### src/cdda_pkg.sv
// Shared types, constants and calendar tables for the date arithmetic unit.
// No dependencies; used by cdda_cal_unit and calendar_date_day_arithmetic_unit.
package cdda_pkg;

    // field widths
    localparam int YEAR_W  = 14;
    localparam int MONTH_W = 4;
    localparam int DAY_W   = 5;
    localparam int DOY_W   = 9;
    localparam int CNT_IN_W = 16;

    // limits of the supported calendar range
    localparam logic [YEAR_W-1:0]  YEAR_MIN  = 14'd1;
    localparam logic [YEAR_W-1:0]  YEAR_MAX  = 14'd9999;
    localparam logic [YEAR_W-1:0]  YEAR_400_LIMIT = 14'd9599;
    localparam logic [YEAR_W-1:0]  YEAR_400_FLOOR = 14'd400;
    localparam logic [YEAR_W-1:0]  YEARS_PER_CYCLE = 14'd400;
    localparam logic [MONTH_W-1:0] MONTH_MIN = 4'd1;
    localparam logic [MONTH_W-1:0] MONTH_FEB = 4'd2;
    localparam logic [MONTH_W-1:0] MONTH_MAX = 4'd12;
    localparam logic [DAY_W-1:0]   DAY_MIN   = 5'd1;
    localparam logic [DAY_W-1:0]   DAY_MAX   = 5'd31;

    // days in one 400-year Gregorian cycle
    localparam int CYCLE_DAYS = 146097;

    // reciprocal for division by 100 on a 14-bit year: (y * 5243) >> 19
    localparam logic [12:0] DIV100_MUL = 13'd5243;
    localparam int          DIV100_SHIFT = 19;
    localparam int          DIV100_PROD_W = YEAR_W + 13;
    localparam int          CENT_W = 8;

    // item modes
    localparam logic [1:0] MODE_LOAD = 2'd0;
    localparam logic [1:0] MODE_ADD  = 2'd1;
    localparam logic [1:0] MODE_SUB  = 2'd2;

    // configuration register indexes
    localparam logic [1:0] CFG_TODAY_YEAR  = 2'd0;
    localparam logic [1:0] CFG_TODAY_MONTH = 2'd1;
    localparam logic [1:0] CFG_TODAY_DAY   = 2'd2;

    // calendar facts for one year / month pair
    typedef struct packed {
        logic             leap;
        logic [DAY_W-1:0] mdays;
        logic [DOY_W-1:0] ydays;
    } t_cal_info;

    // length of a month, February follows the leap flag
    function automatic logic [DAY_W-1:0] month_len(input logic [MONTH_W-1:0] m,
                                                   input logic leap);
        logic [DAY_W-1:0] len;
        unique case (m)
            4'd2:                      len = leap ? 5'd29 : 5'd28;
            4'd4, 4'd6, 4'd9, 4'd11:   len = 5'd30;
            default:                   len = 5'd31;
        endcase
        return len;
    endfunction

    // days in a common year before the first of a month
    function automatic logic [DOY_W-1:0] days_before(input logic [MONTH_W-1:0] m);
        logic [DOY_W-1:0] n;
        unique case (m)
            4'd2:    n = 9'd31;
            4'd3:    n = 9'd59;
            4'd4:    n = 9'd90;
            4'd5:    n = 9'd120;
            4'd6:    n = 9'd151;
            4'd7:    n = 9'd181;
            4'd8:    n = 9'd212;
            4'd9:    n = 9'd243;
            4'd10:   n = 9'd273;
            4'd11:   n = 9'd304;
            4'd12:   n = 9'd334;
            default: n = 9'd0;
        endcase
        return n;
    endfunction

endpackage

### src/cdda_cal_unit.sv
// Calendar unit: leap-year test, month length and year length for one year.
// Depends on cdda_pkg.
module cdda_cal_unit
    import cdda_pkg::*;
(
    input  logic [YEAR_W-1:0]  i_year,
    input  logic [MONTH_W-1:0] i_month,
    output t_cal_info          o_info
);

    logic [DIV100_PROD_W-1:0] prod;
    logic [CENT_W-1:0]        cent;
    logic [YEAR_W-1:0]        rem;
    logic                     leap;

    // split the year into centuries and remainder by reciprocal multiply
    assign prod = DIV100_PROD_W'(i_year) * DIV100_PROD_W'(DIV100_MUL);
    assign cent = prod[DIV100_SHIFT +: CENT_W];
    assign rem  = i_year - YEAR_W'(YEAR_W'(cent) * YEAR_W'(100));

    // divisible by 4 and not by 100, or divisible by 400
    assign leap = (i_year[1:0] == 2'd0) && ((rem != '0) || (cent[1:0] == 2'd0));

    assign o_info.leap  = leap;
    assign o_info.mdays = month_len(i_month, leap);
    assign o_info.ydays = leap ? 9'd366 : 9'd365;

endmodule

### src/calendar_date_day_arithmetic_unit.sv
// Gregorian date unit: holds a date and loads it or moves it by a day count.
// Sequence: an unused mode goes straight to the result; a load is checked and, if
// rejected, replaced by the clamped today date; add/subtract forms the day of year, walks
// years (up to 180) and then months (up to 11) through the shared calendar unit, or stops when it saturates.
// One item at a time; the next is accepted the cycle after its result enters the output
// register. Reset: held and today dates go to 2000-01-01, no beat pending.
module calendar_date_day_arithmetic_unit
    import cdda_pkg::*;
#(
    parameter int COUNT_BITS = 16
) (
    input  logic        i_clk,
    input  logic        i_rst_n,
    // input beats
    input  logic        i_s_axis_tvalid,
    output logic        o_s_axis_tready,
    // load_year[13:0], load_month[17:14], load_day[22:18], day_count[38:23]
    input  logic [39:0] i_s_axis_tdata,
    // mode[1:0]
    input  logic [1:0]  i_s_axis_tuser,
    // result beats
    output logic        o_m_axis_tvalid,
    input  logic        i_m_axis_tready,
    // date_year[13:0], date_month[17:14], date_day[22:18]
    output logic [23:0] o_m_axis_tdata,
    // load_rejected[0], range_error[1]
    output logic [1:0]  o_m_axis_tuser,
    // configuration writes
    input  logic        i_cfg_valid,
    output logic        o_cfg_ready,
    input  logic [1:0]  i_cfg_index,
    input  logic [13:0] i_cfg_data
);

    localparam int CW = (COUNT_BITS < CNT_IN_W) ? COUNT_BITS : CNT_IN_W;
    localparam int SW = ((CW > 18) ? CW : 18) + 2;
    localparam logic signed [SW-1:0] CYC     = SW'(CYCLE_DAYS);
    localparam logic signed [SW-1:0] NEG_CYC = -SW'(CYCLE_DAYS);

    localparam logic [2:0] ST_IDLE  = 3'd0;
    localparam logic [2:0] ST_LOAD  = 3'd1;
    localparam logic [2:0] ST_SUBST = 3'd2;
    localparam logic [2:0] ST_DOY   = 3'd3;
    localparam logic [2:0] ST_YEAR  = 3'd4;
    localparam logic [2:0] ST_MONTH = 3'd5;
    localparam logic [2:0] ST_DONE  = 3'd6;

    logic [2:0]              r_state, n_state;
    logic [YEAR_W-1:0]       r_ty, n_ty;
    logic [MONTH_W-1:0]      r_tm, n_tm;
    logic [DAY_W-1:0]        r_td, n_td;
    logic [YEAR_W-1:0]       r_hy, n_hy;
    logic [MONTH_W-1:0]      r_hm, n_hm;
    logic [DAY_W-1:0]        r_hd, n_hd;
    logic [1:0]              r_mode, n_mode;
    logic [YEAR_W-1:0]       r_ly, n_ly;
    logic [MONTH_W-1:0]      r_lm, n_lm;
    logic [DAY_W-1:0]        r_ld, n_ld;
    logic [CW-1:0]           r_cnt, n_cnt;
    logic [YEAR_W-1:0]       r_y, n_y;
    logic [MONTH_W-1:0]      r_m, n_m;
    logic signed [SW-1:0]    r_s, n_s;
    logic                    r_rej, n_rej;
    logic                    r_rng, n_rng;
    logic                    r_out_valid, n_out_valid;
    logic [YEAR_W-1:0]       r_out_y, n_out_y;
    logic [MONTH_W-1:0]      r_out_m, n_out_m;
    logic [DAY_W-1:0]        r_out_d, n_out_d;
    logic                    r_out_rej, n_out_rej;
    logic                    r_out_rng, n_out_rng;

    logic [YEAR_W-1:0]       cal_year;
    logic [MONTH_W-1:0]      cal_month;
    t_cal_info               cal;
    logic                    s_neg;
    logic signed [SW-1:0]    ylen_s;
    logic signed [SW-1:0]    mlen_s;
    logic [DOY_W-1:0]        doy;
    logic                    load_ok;
    logic                    in_fire;

    assign in_fire = i_s_axis_tvalid && o_s_axis_tready;
    assign s_neg   = r_s[SW-1];

    // steer the shared calendar unit by state
    always_comb begin
        cal_year  = r_y;
        cal_month = r_m;
        unique case (r_state)
            ST_LOAD, ST_SUBST: begin
                cal_year  = r_ly;
                cal_month = r_lm;
            end
            ST_DOY: begin
                cal_year  = r_hy;
                cal_month = r_hm;
            end
            ST_YEAR: begin
                cal_year  = s_neg ? (r_y - YEAR_MIN) : r_y;
                cal_month = r_m;
            end
            default: begin
                cal_year  = r_y;
                cal_month = r_m;
            end
        endcase
    end

    cdda_cal_unit u_cal (
        .i_year  (cal_year),
        .i_month (cal_month),
        .o_info  (cal)
    );

    assign ylen_s = $signed(SW'(cal.ydays));
    assign mlen_s = $signed(SW'(cal.mdays));
    assign doy    = days_before(r_hm) + DOY_W'(cal.leap && (r_hm > MONTH_FEB))
                    + DOY_W'(r_hd) - DOY_W'(1);
    assign load_ok = (r_ly >= YEAR_MIN) && (r_ly <= YEAR_MAX) &&
                     (r_lm >= MONTH_MIN) && (r_lm <= MONTH_MAX) &&
                     (r_ld >= DAY_MIN) && (r_ld <= cal.mdays);

    // sequencer and datapath
    always_comb begin
        n_state     = r_state;
        n_ty        = r_ty;
        n_tm        = r_tm;
        n_td        = r_td;
        n_hy        = r_hy;
        n_hm        = r_hm;
        n_hd        = r_hd;
        n_mode      = r_mode;
        n_ly        = r_ly;
        n_lm        = r_lm;
        n_ld        = r_ld;
        n_cnt       = r_cnt;
        n_y         = r_y;
        n_m         = r_m;
        n_s         = r_s;
        n_rej       = r_rej;
        n_rng       = r_rng;
        n_out_valid = r_out_valid;
        n_out_y     = r_out_y;
        n_out_m     = r_out_m;
        n_out_d     = r_out_d;
        n_out_rej   = r_out_rej;
        n_out_rng   = r_out_rng;

        // configuration writes
        if (i_cfg_valid) begin
            case (i_cfg_index)
                CFG_TODAY_YEAR:  n_ty = i_cfg_data[YEAR_W-1:0];
                CFG_TODAY_MONTH: n_tm = i_cfg_data[MONTH_W-1:0];
                CFG_TODAY_DAY:   n_td = i_cfg_data[DAY_W-1:0];
                default: ;
            endcase
        end

        // drop the result once taken
        if (r_out_valid && i_m_axis_tready) begin
            n_out_valid = 1'b0;
        end

        unique case (r_state)
            ST_IDLE: begin
                if (in_fire) begin
                    n_mode = i_s_axis_tuser;
                    n_ly   = i_s_axis_tdata[13:0];
                    n_lm   = i_s_axis_tdata[17:14];
                    n_ld   = i_s_axis_tdata[22:18];
                    n_cnt  = i_s_axis_tdata[23 +: CW];
                    n_rej  = 1'b0;
                    n_rng  = 1'b0;
                    case (i_s_axis_tuser)
                        MODE_LOAD:          n_state = ST_LOAD;
                        MODE_ADD, MODE_SUB: n_state = ST_DOY;
                        default:            n_state = ST_DONE;
                    endcase
                end
            end
            ST_LOAD: begin
                if (load_ok) begin
                    n_hy    = r_ly;
                    n_hm    = r_lm;
                    n_hd    = r_ld;
                    n_state = ST_DONE;
                end else begin
                    // swap in the clamped today date
                    n_ly    = (r_ty < YEAR_MIN) ? YEAR_MIN :
                              (r_ty > YEAR_MAX) ? YEAR_MAX : r_ty;
                    n_lm    = (r_tm < MONTH_MIN) ? MONTH_MIN :
                              (r_tm > MONTH_MAX) ? MONTH_MAX : r_tm;
                    n_ld    = r_td;
                    n_state = ST_SUBST;
                end
            end
            ST_SUBST: begin
                n_hy    = r_ly;
                n_hm    = r_lm;
                n_hd    = (r_ld < DAY_MIN) ? DAY_MIN :
                          (r_ld > cal.mdays) ? cal.mdays : r_ld;
                n_rej   = 1'b1;
                n_state = ST_DONE;
            end
            ST_DOY: begin
                // offset from 1 January of the held year
                n_y = r_hy;
                n_m = MONTH_MIN;
                if (r_mode == MODE_ADD) begin
                    n_s = $signed(SW'(doy)) + $signed(SW'(r_cnt));
                end else begin
                    n_s = $signed(SW'(doy)) - $signed(SW'(r_cnt));
                end
                n_state = ST_YEAR;
            end
            ST_YEAR: begin
                if (s_neg) begin
                    // walk back
                    if (r_s < NEG_CYC) begin
                        if (r_y <= YEAR_400_FLOOR) begin
                            n_rng = 1'b1;
                        end else begin
                            n_y = r_y - YEARS_PER_CYCLE;
                            n_s = r_s + CYC;
                        end
                    end else if (r_y == YEAR_MIN) begin
                        n_rng = 1'b1;
                    end else begin
                        n_y = r_y - YEAR_MIN;
                        n_s = r_s + ylen_s;
                    end
                    if (n_rng) begin
                        n_hy    = YEAR_MIN;
                        n_hm    = MONTH_MIN;
                        n_hd    = DAY_MIN;
                        n_state = ST_DONE;
                    end
                end else begin
                    // walk forward
                    if (r_s >= CYC) begin
                        if (r_y > YEAR_400_LIMIT) begin
                            n_rng = 1'b1;
                        end else begin
                            n_y = r_y + YEARS_PER_CYCLE;
                            n_s = r_s - CYC;
                        end
                    end else if (r_s >= ylen_s) begin
                        if (r_y == YEAR_MAX) begin
                            n_rng = 1'b1;
                        end else begin
                            n_y = r_y + YEAR_MIN;
                            n_s = r_s - ylen_s;
                        end
                    end else begin
                        n_state = ST_MONTH;
                    end
                    if (n_rng) begin
                        n_hy    = YEAR_MAX;
                        n_hm    = MONTH_MAX;
                        n_hd    = DAY_MAX;
                        n_state = ST_DONE;
                    end
                end
            end
            ST_MONTH: begin
                if ((r_m < MONTH_MAX) && (r_s >= mlen_s)) begin
                    n_s = r_s - mlen_s;
                    n_m = r_m + MONTH_MIN;
                end else begin
                    n_hy    = r_y;
                    n_hm    = r_m;
                    n_hd    = DAY_W'(r_s) + DAY_MIN;
                    n_state = ST_DONE;
                end
            end
            ST_DONE: begin
                // hand over once the output register is free
                if (!r_out_valid || i_m_axis_tready) begin
                    n_out_valid = 1'b1;
                    n_out_y     = r_hy;
                    n_out_m     = r_hm;
                    n_out_d     = r_hd;
                    n_out_rej   = r_rej;
                    n_out_rng   = r_rng;
                    n_state     = ST_IDLE;
                end
            end
            default: begin
                n_state = ST_IDLE;
            end
        endcase
    end

    // control and held state
    always_ff @(posedge i_clk) begin
        if (!i_rst_n) begin
            r_state     <= ST_IDLE;
            r_ty        <= 14'd2000;
            r_tm        <= MONTH_MIN;
            r_td        <= DAY_MIN;
            r_hy        <= 14'd2000;
            r_hm        <= MONTH_MIN;
            r_hd        <= DAY_MIN;
            r_rej       <= 1'b0;
            r_rng       <= 1'b0;
            r_out_valid <= 1'b0;
        end else begin
            r_state     <= n_state;
            r_ty        <= n_ty;
            r_tm        <= n_tm;
            r_td        <= n_td;
            r_hy        <= n_hy;
            r_hm        <= n_hm;
            r_hd        <= n_hd;
            r_rej       <= n_rej;
            r_rng       <= n_rng;
            r_out_valid <= n_out_valid;
        end
    end

    // working and payload registers
    always_ff @(posedge i_clk) begin
        r_mode    <= n_mode;
        r_ly      <= n_ly;
        r_lm      <= n_lm;
        r_ld      <= n_ld;
        r_cnt     <= n_cnt;
        r_y       <= n_y;
        r_m       <= n_m;
        r_s       <= n_s;
        r_out_y   <= n_out_y;
        r_out_m   <= n_out_m;
        r_out_d   <= n_out_d;
        r_out_rej <= n_out_rej;
        r_out_rng <= n_out_rng;
    end

    assign o_s_axis_tready = (r_state == ST_IDLE);
    assign o_cfg_ready     = 1'b1;
    assign o_m_axis_tvalid = r_out_valid;
    assign o_m_axis_tdata  = {1'b0, r_out_d, r_out_m, r_out_y};
    assign o_m_axis_tuser  = {r_out_rng, r_out_rej};

endmodule
### config.mk
export PLATFORM = sky130hd
export DESIGN_NAME = calendar_date_day_arithmetic_unit
export DESIGN_NICKNAME = d
export VERILOG_FILES = /design/src/cdda_pkg.sv /design/src/cdda_cal_unit.sv /design/src/calendar_date_day_arithmetic_unit.sv
export SDC_FILE = /design/constraint.sdc
export NUM_CORES = 1
export LEC_CHECK = 0
export BUFFER_PORTS_ARGS = -buffer_cell sky130_fd_sc_hd__buf_2
export CAP_MARGIN = 10
export CORE_ASPECT_RATIO = 0.8
export CORE_MARGIN = 2
export CORE_UTILIZATION = 40
export CTS_CLUSTER_DIAMETER = 60
export DETAILED_ROUTE_END_ITERATION = 7
export MAX_ROUTING_LAYER = met4
export PLACE_DENSITY = 0.57
export SYNTH_ARGS = -nofsm -noshare
export SYNTH_HDL_FRONTEND = slang
export SYNTH_SLANG_ARGS = --single-unit
export TNS_END_PERCENT = 1
### constraint.sdc
create_clock -name i_clk -period 35.2 [get_ports i_clk]
set_input_delay 1.76 -clock i_clk [delete_from_list [all_inputs] [get_ports i_clk]]
set_output_delay 1.76 -clock i_clk [all_outputs]
set_load 0.01 [all_outputs]
### After elaboration in Yosys (flattened, before gate mapping)

Memories as Yosys holds them, arrays and structs flattened. A register that Yosys moved wholly into a read port is not among the register bits.
Index checks and enable logic that the tools add are counted.

| word-level totals | value |
|---|---|
| register bits | 156 |
| bits in latches | 0 |
| RAM bits | 0 |
| memory bits (read-only) | 144 |
| input port bits | 63 |
| output and inout port bits | 29 |
| logic and storage cells | 232 |
| memories | 1 |

| operators by class | value |
|---|---|
| $add $sub $neg | 17 |
| multiply operators | 2 |
| div/mod/pow operators | 0 |
| order comparisons | 20 |
| equal/unequal tests | 33 |
| shifts and indexed selects | 0 |
| mux-type cells | 92 |
| bitwise gates (word level) | 0 |
| reduce and logical (&&, ||, !) cells | 43 |

Memories:

| name | depth | bits a word | rd ports | clocked after Yosys merged registers in | wr ports | RTL line | source |
|---|---|---|---|---|---|---|---|
| (name not given) | 16 | 9 | 1 | 1 | 0 | cdda_pkg.sv:65 | `unique case (m)` |

Operators with widths:

| cell | count |
|---|---|
| two-way mux 14 bit | 18 |
| two-way mux 20 bit | 10 |
| case mux 20 bit (3 select lines) | 1 |
| case mux 14 bit (2 select lines) | 2 |
| case mux 14 bit (4 select lines) | 1 |
| two-way mux 4 bit | 12 |
| two-way mux 5 bit | 9 |
| case mux 14 bit (3 select lines) | 1 |
| > comparator 14 bit, second input constant | 2 |
| != test 4 bit, second input constant | 7 |
| multiplier 14 x 13 -> 27 bit, second input constant | 1 |
| two-way mux 3 bit | 9 |
| case mux 4 bit (2 select lines) | 3 |
| case mux 3 bit (7 select lines) | 1 |
| adder 20 x 10 -> 20 bit | 1 |
| adder 20 x 19 -> 20 bit, second input constant | 1 |
| greater-or-equal comparator 20 x 10 -> 1 bit | 1 |
| greater-or-equal comparator 20 x 19 -> 1 bit, second input constant | 1 |
| greater-or-equal comparator 20 x 6 -> 1 bit | 1 |
| less-than comparator 20 x 19 -> 1 bit, second input constant | 1 |
| case mux 5 bit (2 select lines) | 2 |
| case mux 5 bit (4 select lines) | 1 |
| subtractor 20 x 10 -> 20 bit | 1 |
| subtractor 20 x 19 -> 20 bit, second input constant | 1 |
| other kinds (62) | 119 |

### Longest topological paths before layout

| logic depth | value |
|---|---|
| depth after elaboration | 20 |
| depth in mapped cells | 66 |
| gate-level depth less buffers | 66 |

### Cells and area by module

From an unflattened synthesis, not the netlist that was laid out.

| unflattened totals | value |
|---|---|
| cell total of the unflattened synthesis | 2166 |
| area total of the unflattened synthesis | 18171.2 µm² |

By module, submodules not included:

| module | times used | cells an instance | area each (µm²) | sequential area each (µm²) |
|---|---|---|---|---|
| calendar_date_day_arithmetic_unit | 1 | 1617 | 13270.2 | 4344.2 |
| cdda_cal_unit | 1 | 549 | 4901.0 | 0.0 |

### Least setup slack after synthesis

OpenSTA, ideal clock, no wires.

| timing path | value |
|---|---|
| path type | reg-to-reg |
| from | register r_y[0] |
| to | register r_s[16], data pin |
| library setup time | 282 ps |
| arrival time | 13422 ps |
| required time | 34918 ps |
| setup slack | 21496 ps |
| stages on the path, launching flop included | 59 |
| buffers on the path | 0 |
| clock period less this slack | 13704 ps |
| cell sequence | edfxtp_1 -> inv_1 -> ha_1 -> or3b_2 -> nand2_1 -> nand2_1 -> or3_1 -> o32a_1 -> o21ai_0 -> ha_1 -> fa_1 -> fa_1 -> inv_1 -> fa_1 -> fa_1 -> inv_1 -> ha_1 -> o211a_1 -> [... 23 more ...] -> ha_1 -> inv_1 -> ha_1 -> fa_1 -> a21oi_1 -> nor2_1 -> nor2_1 -> o21bai_1 -> a21oi_1 -> o21bai_1 -> a21oi_1 -> xnor2_1 -> ha_1 -> o31ai_1 -> nand2_1 -> o311ai_0 -> o311a_1 -> o311ai_0 |

| between the ends | value |
|---|---|
| cells in the longest elaborated chain, start to end | 16 |
| elaborated cells between the ends (all ways) | 32 |
| classes of those cells | add/sub (10); mul (2); mux (14); reduce/logical (6) |

Ends and longest elaborated chain:

| what | RTL line | source |
|---|---|---|
| start: declaration | calendar_date_day_arithmetic_unit.sv:60 | `logic [YEAR_W-1:0] r_y, n_y;` |
| start signal: assignment | calendar_date_day_arithmetic_unit.sv:328 | `r_y <= n_y;` |
| subtractor 14 x 1 -> 14 bit | calendar_date_day_arithmetic_unit.sv:99 | `cal_year = s_neg ? (r_y - YEAR_MIN) : r_y;` |
| two-way mux 14 bit | calendar_date_day_arithmetic_unit.sv:99 |  |
| case mux 14 bit (3 select lines) * | calendar_date_day_arithmetic_unit.sv:89 | `unique case (r_state)` |
| multiplier 14 x 13 -> 27 bit | cdda_cal_unit.sv:17 | `assign prod = DIV100_PROD_W'(i_year) * DIV100_PROD_W'(DIV100_MUL);` |
| multiplier 8 x 5 -> 12 bit | cdda_cal_unit.sv:19 | `assign rem = i_year - YEAR_W'(YEAR_W'(cent) * YEAR_W'(100));` |
| subtractor 14 bit | cdda_cal_unit.sv:19 |  |
| nonzero test 14 bit | cdda_cal_unit.sv:22 | `assign leap = (i_year[1:0] == 2'd0) && ((rem != '0) \|\| (cent[1:0] == 2'd0));` |
| logical OR 1 bit | cdda_cal_unit.sv:22 |  |
| logical AND 1 bit * | cdda_cal_unit.sv:22 |  |
| logical AND 1 bit / two-way mux 2 bit (equally long branches) | calendar_date_day_arithmetic_unit.sv:117, cdda_cal_unit.sv:26 |  |
| adder 9 x 1 -> 9 bit / subtractor 20 x 10 -> 20 bit (equally long branches) | calendar_date_day_arithmetic_unit.sv:117, calendar_date_day_arithmetic_unit.sv:252 |  |
| adder 9 x 5 -> 9 bit / two-way mux 20 bit (equally long branches) | calendar_date_day_arithmetic_unit.sv:118, calendar_date_day_arithmetic_unit.sv:248 |  |
| subtractor 9 x 1 -> 9 bit / two-way mux 20 bit (equally long branches) | calendar_date_day_arithmetic_unit.sv:118, calendar_date_day_arithmetic_unit.sv:247 |  |
| subtractor 9 x 16 -> 17 bit (tied with other cells) | calendar_date_day_arithmetic_unit.sv:212 | `n_s = $signed(SW'(doy)) - $signed(SW'(r_cnt));` |
| two-way mux 20 bit, on equally long branches | calendar_date_day_arithmetic_unit.sv:209, calendar_date_day_arithmetic_unit.sv:217 |  |
| case mux 20 bit (3 select lines) * | calendar_date_day_arithmetic_unit.sv:164 | `unique case (r_state)` |
| named net n_s[16] | calendar_date_day_arithmetic_unit.sv:62 | `logic signed [SW-1:0] r_s, n_s;` |
| end signal: assignment | calendar_date_day_arithmetic_unit.sv:330 | `r_s <= n_s;` |
| end: declaration | calendar_date_day_arithmetic_unit.sv:62 |  |

The timed path passes the listed nets; every way through them passes the cells marked *. The select of a mux whose other input is x is not followed.
A chain may end at the register's enable or synchronous reset.

### Worst setup path after layout

Ends and elaborated chain as after synthesis.

==> reports/qor.csv <==
stage;metric;value;unit
outcome;status;finished clean;
route;final wirelength;48.60;mm
clock_tree;clock buffer depth;2;
global_routing;global-route wire length before repair;77.98;mm
floorplan;Die Height;189.5;um
route;Post-DRT Antenna Nets;0;
clock_tree;TritonCTS buffer count;17;
timing;Hold Worst Slack;436.4;ps
clock_tree;CTS tree;done;
final_layout;Fillers;4173;
route;Via density;5.714;
clock_tree;CTS clk-pin slew, worst paths;80;ps
logic_synthesis;sequential area share after synthesis;0.2524;
worst_setup_path;Worst EP arrival;15840;ps
worst_setup_path;CP startpoint kind;flop;
placement;DP HPWL;36.77;mm
logic_synthesis;syn avg cell area;8.683;um2
logic_synthesis;synthesized net count;2313;
floorplan;std cell rows;67;
floorplan;# IOs;92;
timing;clock period minus worst slack;15660;ps
worst_setup_path;Worst path most repeated cell;ha_1;
route;initial DRC count;1405;
logic_synthesis;EDFF count, synth;104;
global_routing;total global routing overflow;0;
logic_synthesis;synth unique cells;104;
route;Detailed Routing Iterations Pass 1;6;
final_layout;n_diodes;0;
logic_synthesis;synth warn;0;
clock_tree;hold buffers post-CTS;0;
floorplan;Starting Density;0.4081;
timing;Max Fclk;63.87;MHz
logic_synthesis;synthesis-stage register bit count;165;
final_layout;Final nets;2331;
placement;Port Buffers;88;
route;Post-route DRC;0;
logic_synthesis;FFs w/ async S/R, synth;0;
worst_setup_path;CP Class;reg -> reg;
global_routing;largest net degree at the start of global routing;57;
clock_tree;post-CTS setup buffers;0;
global_routing;vias in the first global route;14370;
placement;Placed Cells;2533;
logic_synthesis;Syn Inst Count;1982;
timing;skew final;17.21;ps
timing;slew of the pin with the lowest slew margin;1142;ps
global_routing;gr usage total;0.2254;
clock_tree;CTS Sinks;165;
floorplan;die area;44710;um2
placement;routability cong.;0.8942;
worst_setup_path;Max stage delay cell, worst path;a211oi_1;
clock_tree;clock root cell;clkbuf_16;
worst_setup_path;family with the most delay on the worst path;adder cells;
timing;RSZ-0062 raised after global routing;false;
timing;final hold vios;0;
job;MaxCap Viol Count;0;
route;via count;14660;
floorplan;Die X;235.9;um
logic_synthesis;cell area after synthesis;17210;um2
timing;worst relative slew slack;0.2356;
worst_setup_path;Worst Path Required;35380;ps
clock_tree;Skew-Pair Late Insertion Delay;460;ps
worst_setup_path;delay of the slowest critical-path stage;670;ps
final_layout;post-route insts no fill;2565;
timing;# setup viols final;0;
clock_tree;H-tree depth;4;
hold_path;Min-Delay Path Class;reg -> reg;
final_layout;share of cells above drive strength 1;0.1038;
timing;Tcrit/Tclk final;0.4448;
worst_setup_path;endpoint class of the critical path;flop;
clock_tree;PostCTS Resize Cnt;0;
global_routing;initial antenna violation count;0;
worst_setup_path;WP buf/inv;9;
worst_setup_path;crit-path max FO;9;
logic_synthesis;Primary FF master, synth;edfxtp_1;
floorplan;Core ar.;42170;um2
timing;setup total negative slack;0;ps
final_layout;Synth-to-Final Area Change;8.252;%
timing;Slew Limit Fails;0;
route;drt wl/cell;18.95;um
[worst reg2reg max path: cells and delay by family (launching register included)]
kind,cells,cell delay (ps)
adder cells (fa/ha/maj),16,5660
buffers and inverters,9,1080
XOR/XNOR,2,590
AO/OA/AOI/OAI,20,5010
AND/OR/NAND/NOR,13,2490
flip-flops,1,570
[sequential cells by signal, indices dropped and copies added (netlist names), named ones only]
signal,cells
r_ly,14
r_tm,4
r_out_m,4
r_cnt,16
r_mode,2
r_state,3
r_hy,14
r_td,5
r_out_d,5
r_hm,4
r_hd,5
o_m_axis_tvalid,1
r_y,14
r_out_y,14
r_rej,1
r_rng,1
r_out_rej,1
r_out_rng,1
r_ty,14
r_s,20
r_m,4
r_ld,5
r_lm,4
[cells in the mapped netlist (14+ instances only)]
library cell	number	area, um2
a211oi_1	17	127.6
clkbuf_1	78	292.8
xor2_1	41	359.1
a21oi_1	107	535.5
a31oi_1	19	118.9
dfxtp_1	61	1221
and3_1	23	143.9
o221ai_1	14	122.6
xnor2_1	67	586.8
buf_2	19	95.09
a21o_1	21	157.7
edfxtp_1	104	3123
nand2_1	188	705.7
nor2_1	119	446.7
mux2_2	15	168.9
o211ai_1	25	187.7
inv_1	201	754.5
mux2i_1	20	200.2
ha_1	197	2465
a21boi_0	15	112.6
nor2b_1	29	181.4
fa_1	71	1421
and2_1	15	93.84
nor4_1	17	106.4
nor3_1	35	175.2
a22oi_1	23	172.7
o21ai_0	108	540.5
nand3_1	51	255.2
nand2b_1	20	125.1
[cell families after synthesis]
| kind of cell | count (synthesis) | share of synthesized area |
|---|---|---|
| DFF | 165 | 0.2524 |
| muxes | 38 | 0.02370 |
| other | 2 | 0.0004364 |
| buffers and inverters | 318 | 0.07401 |
| and+or+nand+nor | 574 | 0.1664 |
| xor gates and xnor gates | 109 | 0.05627 |
| AOI/OAI and AO/OA | 507 | 0.2003 |
| adders and majority gates | 269 | 0.2264 |
[final timing paths]
kind                            from                  end  slack, ps  depth (start not counted)
hold / removal    r_rej$_SDFFE_PN0P_  r_out_rej$_DFFE_PP_        440                          0
setup / recovery    r_y[0]$_DFFE_PP_    r_s[16]$_DFFE_PP_      19540                         60
setup reg to reg    r_y[0]$_DFFE_PP_    r_s[16]$_DFFE_PP_      19540                         60
hold reg to reg   r_rej$_SDFFE_PN0P_  r_out_rej$_DFFE_PP_        440                          0
[final cells by class]
class,count,area [um2],share of cell area
multi-input cells,1499,11600,0.6229
clock inverters,15,168.9,0.009067
repair buffers,113,628.1,0.03372
flip-flops and latches,165,4345,0.2333
inverters,204,765.7,0.04110
clock buffers,17,425.4,0.02284
well taps,552,690.7,0.03707
[per-stage QoR]
step / worst slack, ps / utilization / area, um2
3_3_place_gp: 19860 / 0.4277 / 18030
5_1_grt: 18550 / 0.4418 / 18630
3_5_place_dp: 19650 / 0.4277 / 18030
6_report: 19540 / 0.4418 / 18630
4_1_cts: 19620 / 0.4418 / 18630
2_1_floorplan: 21500 / - / 17210
[placed cells by master, fill, tap and decap left out, types with 11 or more instances in the layout]
| cell | n |
|---|---|
| a211oi_1 | 17 |
| a21boi_0 | 15 |
| a21o_1 | 21 |
| a21oi_1 | 107 |
| a221o_1 | 11 |
| a22oi_1 | 23 |
| a31oi_1 | 19 |
| and2_1 | 15 |
| and3_1 | 23 |
| buf_2 | 88 |
| buf_4 | 25 |
| clkbuf_16 | 17 |
| dfxtp_1 | 60 |
| edfxtp_1 | 104 |
| fa_1 | 71 |
| ha_1 | 197 |
| inv_1 | 201 |
| mux2_2 | 15 |
| mux2i_1 | 20 |
| nand2_1 | 188 |
| nand2b_1 | 20 |
| nand3_1 | 51 |
| nand4_1 | 11 |
| nor2_1 | 118 |
| nor2b_1 | 28 |
| nor3_1 | 34 |
| nor4_1 | 17 |
| o211ai_1 | 25 |
| o21ai_0 | 108 |
| o21bai_1 | 13 |
| o221ai_1 | 14 |
| o31ai_1 | 11 |
| xnor2_1 | 67 |
| xor2_1 | 41 |
[metal layers]
| metal | track usage | vias up | share of wire |
|---|---|---|---|
| met5 | - | - | 0 |
| met4 | 0.07178 | 0 | 0.022 |
| met3 | 0.04359 | 77 | 0.067 |
| met2 | 0.3325 | 478 | 0.43 |
| met1 | 0.3103 | 7020 | 0.48 |
| li1 | - | 7082 | - |
Power is not shown: default switching activity piles up to over one toggle a cycle in this logic, so the estimate is an artifact.
